## src/rtl/rmlos_pkg.sv

```systemverilog
`default_nettype none

package rmlos_pkg;

    // output fixed point
    localparam int FRAC_BITS_DB = 8;

    // field and register widths
    localparam int D3_W       = 19;
    localparam int HRX_W      = 10;
    localparam int HTX_W      = 12;
    localparam int FREQ_W     = 15;
    localparam int GAIN_W     = 17;
    localparam int CFG_IDX_W  = 2;
    localparam int CFG_DATA_W = 15;
    localparam int S_TDATA_W  = 32;
    localparam int M_TDATA_W  = 24;

    // register indexes
    localparam logic [CFG_IDX_W-1:0] CFG_IDX_TX_HEIGHT   = 2'd0;
    localparam logic [CFG_IDX_W-1:0] CFG_IDX_CARRIER_MHZ = 2'd1;

    // register reset values
    localparam logic [HTX_W-1:0]  HTX_RESET  = 12'd560;
    localparam logic [FREQ_W-1:0] FREQ_RESET = 15'd3500;

    // geometry widths
    localparam int D3SQ_W   = 2 * D3_W;
    localparam int DHSQ_W   = 2 * HTX_W;
    localparam int HH_W     = HTX_W + HRX_W;
    localparam int HHF_W    = HH_W + FREQ_W;
    localparam int KBP_W    = 23;
    localparam int KBP_SPLIT = 16;
    localparam int PLO_W    = KBP_SPLIT + KBP_W;
    localparam int PHI_W    = HHF_W - KBP_SPLIT + KBP_W;
    localparam int BPSUM_W  = HHF_W + KBP_W + 1;
    localparam int BP_W     = 28;
    localparam int BPSQ_W   = 2 * BP_W;
    localparam int XF_W     = BP_W + FREQ_W;

    // geometry constants
    localparam logic [KBP_W-1:0]   KBP_Q32   = 23'd5622099;
    localparam logic [BPSUM_W-1:0] BP_RND    = BPSUM_W'(64'd1 << 31);
    localparam logic [D3SQ_W-1:0]  MIN_D2_SQ = 38'd25600;
    localparam logic [D3SQ_W-1:0]  MAX_D2_SQ = 38'd112896000000;

    // log2 unit
    localparam int LOG_IN_W  = XF_W;
    localparam int LOG_N_W   = 6;
    localparam int LOG_F_W   = 24;
    localparam int LOG_W     = LOG_N_W + LOG_F_W;
    localparam int MANT_W    = 31;
    localparam int LOG_STEPS = LOG_F_W;
    localparam int LOG_LAT   = LOG_STEPS + 2;

    // loss terms
    localparam int C20_W  = 27;
    localparam int C40_W  = 28;
    localparam int CA_W   = 22;
    localparam int CLIN_W = 19;
    localparam int T20_W  = LOG_W + C20_W;
    localparam int T40_W  = LOG_W + C40_W;
    localparam int TA_W   = LOG_W + CA_W;
    localparam int LIN_W  = CLIN_W + BP_W;
    localparam int PL_W   = 50;
    localparam int TERM_SH = 16;

    localparam logic [C20_W-1:0]  C20_Q24  = 27'd101008905;
    localparam logic [C40_W-1:0]  C40_Q24  = 28'd202017810;
    localparam logic [CA_W-1:0]   CA_Q24   = 22'd2413678;
    localparam logic [CLIN_W-1:0] CLIN_Q32 = 19'd375257;
    localparam logic signed [PL_W-1:0] K0_Q32 = -50'sd227276928287;

    // rounding and saturation of the loss
    localparam int LOSS_W  = 16;
    localparam int LOSS_SH = 32 - FRAC_BITS_DB;
    localparam logic signed [PL_W-1:0] LOSS_RND = PL_W'(1) << (31 - FRAC_BITS_DB);
    localparam logic [LOSS_W-1:0] LOSS_MAX = 16'hFFFF;

    // front end to log and back end
    typedef struct packed {
        logic              valid;
        logic              oor;
        logic              near;
        logic [BP_W-1:0]   x;
        logic [D3_W-1:0]   d3;
        logic [XF_W-1:0]   xf;
    } t_front;

    // sideband that rides along the log units
    typedef struct packed {
        logic              valid;
        logic              oor;
        logic              near;
        logic [BP_W-1:0]   x;
    } t_side;

    // finished result
    typedef struct packed {
        logic                     valid;
        logic                     oor;
        logic signed [GAIN_W-1:0] gain;
    } t_result;

endpackage

`default_nettype wire

```

## src/rtl/rmlos_back.sv

```systemverilog
`default_nettype none

module rmlos_back (
    input  wire logic                        i_clk,
    input  wire logic                        i_rst_n,
    input  wire logic                        i_en,
    input  wire rmlos_pkg::t_side            i_side,
    input  wire logic [rmlos_pkg::LOG_W-1:0] i_log_xf,
    input  wire logic [rmlos_pkg::LOG_W-1:0] i_log_x,
    input  wire logic [rmlos_pkg::LOG_W-1:0] i_log_d3,
    output rmlos_pkg::t_result               o_res
);
    import rmlos_pkg::*;

    logic [3:0] r_vld;

    // stage 1: term products
    logic              r1_oor;
    logic              r1_far;
    logic [T20_W-1:0]  r1_t20p;
    logic [TA_W-1:0]   r1_tap;
    logic [T40_W-1:0]  r1_t40dp;
    logic [T40_W-1:0]  r1_t40bp;
    logic [LIN_W-1:0]  r1_linp;

    // stage 2: partial sums
    logic                   r2_oor;
    logic signed [PL_W-1:0] r2_sa;
    logic signed [PL_W-1:0] r2_sb;
    logic signed [PL_W-1:0] r2_sc;

    // stage 3: loss in Q32 dB
    logic                   r3_oor;
    logic signed [PL_W-1:0] r3_pl;

    // stage 4: rounded, saturated, negated
    logic signed [PL_W-1:0]   n4_rnd;
    logic signed [PL_W-1:0]   n4_full;
    logic [LOSS_W-1:0]        n4_loss;
    logic signed [GAIN_W-1:0] n4_gain;
    logic                     r4_oor;
    logic signed [GAIN_W-1:0] r4_gain;

    always_ff @(posedge i_clk) begin
        if (!i_rst_n) begin
            r_vld <= '0;
        end else if (i_en) begin
            r_vld <= {r_vld[2:0], i_side.valid};
        end
    end

    // log terms and linear term; x is the 3D distance near, the breakpoint far
    always_ff @(posedge i_clk) begin
        if (i_en) begin
            r1_oor   <= i_side.oor;
            r1_far   <= !i_side.near;
            r1_t20p  <= T20_W'(i_log_xf) * T20_W'(C20_Q24);
            r1_tap   <= TA_W'(i_log_x) * TA_W'(CA_Q24);
            r1_t40dp <= T40_W'(i_log_d3) * T40_W'(C40_Q24);
            r1_t40bp <= T40_W'(i_log_x) * T40_W'(C40_Q24);
            r1_linp  <= LIN_W'(i_side.x) * LIN_W'(CLIN_Q32);
        end
    end

    // far region adds the 40 dB per decade slope from the breakpoint
    always_ff @(posedge i_clk) begin
        if (i_en) begin
            r2_oor <= r1_oor;
            r2_sa  <= $signed(PL_W'(r1_t20p >> TERM_SH)) + $signed(PL_W'(r1_tap >> TERM_SH));
            r2_sb  <= $signed(PL_W'(r1_linp)) + K0_Q32;
            r2_sc  <= r1_far ? $signed(PL_W'(r1_t40dp >> TERM_SH)) -
                               $signed(PL_W'(r1_t40bp >> TERM_SH))
                             : '0;
        end
    end

    always_ff @(posedge i_clk) begin
        if (i_en) begin
            r3_oor <= r2_oor;
            r3_pl  <= r2_sa + r2_sb + r2_sc;
        end
    end

    // round half up, clamp to the 16-bit loss range, negate
    always_comb begin
        n4_rnd  = r3_pl + LOSS_RND;
        n4_full = n4_rnd >>> LOSS_SH;
        if (r3_pl[PL_W-1] || (r3_pl == '0)) begin
            n4_loss = '0;
        end else if (n4_full > $signed(PL_W'(LOSS_MAX))) begin
            n4_loss = LOSS_MAX;
        end else begin
            n4_loss = n4_full[LOSS_W-1:0];
        end
        n4_gain = r3_oor ? '0 : $signed(GAIN_W'(0) - GAIN_W'(n4_loss));
    end

    always_ff @(posedge i_clk) begin
        if (i_en) begin
            r4_oor  <= r3_oor;
            r4_gain <= n4_gain;
        end
    end

    assign o_res = '{valid: r_vld[3], oor: r4_oor, gain: r4_gain};

endmodule

`default_nettype wire

```

## config.mk

```make
export PLATFORM = sky130hd
export DESIGN_NAME = rmlos_back
export DESIGN_NICKNAME = d
export VERILOG_FILES = /design/src/rtl/rmlos_pkg.sv /design/src/rtl/rmlos_back.sv
export SDC_FILE = /design/constraint.sdc
export NUM_CORES = 2
export LEC_CHECK = 0
export BUFFER_PORTS_ARGS = -buffer_cell sky130_fd_sc_hd__buf_4
export CORE_MARGIN = 1.5
export CORE_UTILIZATION = 35
export CTS_CLUSTER_SIZE = 25
export DETAILED_ROUTE_END_ITERATION = 6
export GPL_TIMING_DRIVEN = 0
export PLACE_DENSITY = 0.46
export SETUP_SLACK_MARGIN = 0.02
export SLEW_MARGIN = 0
export SYNTH_ARGS = -nofsm -noshare
export SYNTH_HDL_FRONTEND = slang
export SYNTH_SLANG_ARGS = --single-unit
export TNS_END_PERCENT = 10
```

## constraint.sdc

```tcl
create_clock -name i_clk -period 13.4 [get_ports i_clk]
set_input_delay 2.68 -clock i_clk [delete_from_list [all_inputs] [get_ports i_clk]]
set_output_delay 2.68 -clock i_clk [all_outputs]
set_load 0.01 [all_outputs]
```

* Word-level counts from Yosys, hierarchy flattened
Index checks and enable logic that the tools add are counted.
** Word-level totals
- Register bits :: 495
- Input bits :: 124
- Output and inout port bits :: 19
- Word-level logic and storage cells :: 34
** Cells by class
- Add/subtract/negate cells :: 7
- $mul :: 5
- Magnitude comparators :: 1
- Multiplexer cells :: 2
- Reduce and logical (&&, ||, !) cells :: 3
** Operators by type and width (count)
- $mul 30x27->57 const B :: 3
- $add 50x50->50 :: 2
- $mul 30x21->51 const B :: 1
- $add 50x25->50 const B :: 1
- $logic_not 50->1 :: 1
- $add 48x39->49 const B :: 1
- $mul 28x19->47 const B :: 1
- $sub 42x42->43 :: 1
- $add 41x36->42 :: 1
- $mux 16 :: 2
- $gt 26x17->1 const B :: 1
- $sub 1x16->17 const A :: 1
- $logic_not 1->1 :: 1
- $logic_or 1x1->1 :: 1

* Longest topological paths before layout
- Word-level depth :: 5
- Depth in mapped cells :: 25
- Mapped depth without buffers :: 25

* Worst setup path after synthesis
No wires, ideal clock.
- Path type :: input-to-reg
- Start point :: in i_log_x[16] (netlist name)
- End point :: reg r1_tap[51], data pin
- Library setup time :: 0.264 ns
- Arrival time :: 8.394 ns
- Required time :: 13.136 ns
- Setup slack :: 4.743 ns
- Cell stages on the path :: 23
- Path buffers :: 0
- Cells stage by stage :: ha_1 -> ha_1 -> inv_1 -> fa_1 -> inv_1 -> fa_1 -> fa_1 -> fa_1 -> inv_1 -> fa_1 -> inv_1 -> ha_1 -> a21oi_1 -> o21ai_1 -> a31oi_1 -> o21ai_0 -> a221oi_1 -> a311oi_1 -> o21a_1 -> o21ai_0 -> o21ai_1 -> a221oi_1 -> xnor2_1
** Between the ends
- Cells in the longest elaborated chain, start to end :: 1
** Ends and longest elaborated chain
- start, declared :: line rmlos_back.sv:9 : input wire logic [rmlos_pkg::LOG_W-1:0] i_log_x,
- $mul 30x21->51 :: line rmlos_back.sv:58 : r1_tap <= TA_W'(i_log_x) * TA_W'(CA_Q24);
- end signal, assigned :: line rmlos_back.sv:58
- end, declared :: line rmlos_back.sv:21 : logic [TA_W-1:0] r1_tap;
Every way passes these cells.
A chain may end at the register's enable or synchronous reset.

* Worst setup path after layout
- Start point :: in i_log_x[13] (netlist name)
- End point :: reg r1_tap[50], data pin
Same word-level chain as after synthesis.

==> results.cfg <==
[critical_path]
reg2regPathDepth = 15
critPathRequiredTime_ns = 13.77
critPathMaxFanout = 12
r2r-start = r2_sb[1]
cp.arrival_ns = 10.49
r2r_slack_ns = 8.39
critPathLaunch = i_log_x[13]
reg2reg_to = r3_pl[49]
critPathKind = primary input to flip-flop
critPathCaptureType = flip-flop
cp-start-kind = primary input
endpoint = r1_tap[50]

[synthesis]
ys_top_cells_by_area = fa_1, ha_1, edfxtp_1, inv_1, xnor2_1
async_flop_share_pct = 0
ys_seq_area_share_pct = 18.0
yosys.area.top_type = fa_1
netlist_top_cells_count = inv_1, ha_1, fa_1
synth_area_mm2 = 0.0696
synth-edff-count = 414
muxShareOfSynthArea_pct = 0.129
yosys.area_share.xor_xnor_pct = 5.08
yosysMostFrequentCell = inv_1
syn_area_per_cell_um2 = 10.4
synth_top_family_by_area = adder cells
mappedNetlistNets = 9200
yosysTopAreaCellShare_pct = 27.6
ys.flop_type = edfxtp_1
synth_compound_area_share_pct = 8.53
synth_seq_cells = 418
yosys_warnings = 0
synth_fa_ha_area_share_pct = 52.7
yosys.area_share.simple_pct = 6.27
synthCells = 6721
yosysUniqueCellTypes = 89

[sta]
final_max_slew_viol_count = 0
worst_pin_slew_ns = 1.12
setup_tns_ns = 0
final.min_clock_period_ns = 10.12
setup_viol = 0
clock.fmax_ghz = 0.0988
slew_headroom_pct = 25.0
post-route-period-util_pct = 75.5
rsz0062_at_grt = false
fin_skew_ns = 0.0625
hold_viol_final = 0
finalWorstSetupSlack_ns = 3.28

[finish]
fillers = 19900
finalNetCount = 9400
synthToLayoutAreaGrowth_pct = 8.97
drive_above_1_share_pct = 3.92
layout.cells.non_filler = 9605

[clock_network]
cts_hold_buf = 0
clk_path_buf_depth = 3
numCtsBuffers = 53
clock_sinks = 418
cts.clk_slew.worst_paths_ns = 0.06
post_cts_resized = 0
htreeDepth = 2
cts_setup_buffers = 0
clk_latency_ns = 0.68
tritoncts = yes
cts_root_buf = clkbuf_16

[die]
die_w_um = 449
fp-row-count = 163
die_area_mm2 = 0.202
fp.dieH_um = 449
ios = 143
core_region_area_mm2 = 0.197
floorplan.initialDensity_pct = 35.3

[min_path]
min_path_type = flip-flop to flip-flop

[route]
drtIter0Drc = 1985
drc = 0
drt_first_pass_iters = 5
wl_per_cell_um = 19.5
vias = 45700
antenna_left = 0
wirelength_um = 187000
via_per_inst = 4.76

[placed_design]
dpl.hpwl_um = 165000
portBuffers = 142
gp_congestion = 0.905
pre_cts_slack_ns = 2.44
dpl.cell_count = 9506

[grt]
grt_start_max_net_pins = 118
grt_pass1_wl_um = 289000
grt_antenna_before_repair = 5
grtUsageTotal_pct = 18.7
grt_overflow_total = 0
first_global_vias = 49000

[run_status]
outcome = complete, no violations

[run]
drv_cap = 0
[per-layer routing]
| layer | global-route usage (%) | vias to the layer above | share of wire [%] | wire [um] |
|---|---|---|---|---|
| met5 | 0 | - | 0 | 0 |
| met4 | 4.23 | 0 | 2.4 | 4460 |
| li1 | - | 22400 | - | - |
| met2 | 33.2 | 639 | 50 | 92700 |
| met3 | 1.77 | 157 | 3.1 | 5710 |
| met1 | 24.4 | 22500 | 45 | 83900 |
[layout make-up]
cell class	instances	area [um^2]	share of cell area, %
multi-input combinational	4578	50600	66.7
sequential	418	12500	16.5
inverter	1691	6350	8.37
tap	2640	3300	4.36
clock buffer	59	1350	1.78
timing repair buffer	145	1160	1.52
clock inverter	38	430	0.567
buffer	34	139	0.183
antenna	2	5.00	0.00660
[metrics by stage]
step / utilization, % / hold slack, ns / instance area [um^2]
after floorplan: - / 0.400 / 69600
after global placement: 37.5 / 0.401 / 74000
after detailed placement: 37.5 / 0.408 / 74100
after CTS: 38.4 / 0.423 / 75800
after global routing: 38.4 / 0.428 / 75800
final: 38.4 / 0.420 / 75800
[registers in the layout, summed over array words and instances, names as in the netlist, 4 cells and up]
name,cells
r2_sc,43
r4_gain,17
r2_sa,42
r_vld,4
r1_tap,36
r1_t40bp,42
r2_sb,49
r1_linp,47
r3_pl,50
r1_t40dp,42
r1_t20p,41
[cells in the final DEF, fill, tap and decap left out, types with 9 or more instances in the layout]
cell / Yosys / routed
inv_1: 1691 / 1691
ha_1: 1396 / 1396
fa_1: 959 / 959
edfxtp_1: 414 / 414
a21oi_1: 278 / 278
nor2_1: 255 / 255
xnor2_1: 234 / 234
nand2_1: 196 / 196
a21o_1: 185 / 185
o21ai_0: 173 / 173
xor2_1: 170 / 170
buf_4: 2 / 143
nand3_1: 74 / 74
nor2b_1: 61 / 61
nand4_1: 57 / 57
clkbuf_16: 0 / 53
nor3_1: 45 / 45
nand2b_1: 45 / 45
o21a_1: 36 / 36
a31oi_1: 36 / 36
and3_1: 36 / 36
clkbuf_1: 28 / 34
o21bai_1: 30 / 30
a211oi_1: 26 / 26
nor4_1: 25 / 25
or3_1: 21 / 21
and2_1: 18 / 18
and4_1: 17 / 17
or2_2: 15 / 15
o211ai_1: 13 / 13
a21boi_0: 13 / 13
clkinv_1: 0 / 12
o31ai_1: 11 / 11
o21ai_1: 11 / 11
nor3b_1: 9 / 9
mux2i_1: 9 / 9
[worst min path at each step]
stage | startpoint | end | slack, ns | cells past startpoint
final | r1_oor | r2_oor | 0.42 | 0
after global routing | r1_oor | r2_oor | 0.43 | 0
after detailed placement | r1_oor | r2_oor | 0.41 | 0
after floorplan | r1_oor | r2_oor | 0.40 | 0
after global placement | r1_oor | r2_oor | 0.40 | 0
after CTS | r1_oor | r2_oor | 0.42 | 0
[cells by family after synthesis]
family	Yosys count
AOI/OAI and AO/OA	920
xor gates and xnor gates	404
adders and majority gates	2356
buffers and inverters	1725
DFF	418
muxes	9
and+or+nand+nor	889
[critical path: stages]
cell and delay, ns:
buf_4 0.20, ha_1 0.31, clkbuf_1 0.34, xnor2_1 0.16
nor2_1 0.51, nor2_1 0.35, ha_1 0.27, or2_2 0.30
fa_1 0.50, fa_1 0.46, fa_1 0.56, inv_1 0.06
fa_1 0.53, inv_1 0.04, ha_1 0.32, nand3_1 0.17
a2111oi_0 0.27, o21ai_0 0.28, nand3_1 0.26, o2111ai_1 0.27
a311oi_1 0.47, o21a_1 0.25, nand4_1 0.20, o31ai_1 0.43
a21oi_1 0.14, xnor2_1 0.14
Power is left out: the tool's default activity adds up to more than one toggle a clock period on the data nets, which glitch-free logic cannot reach.
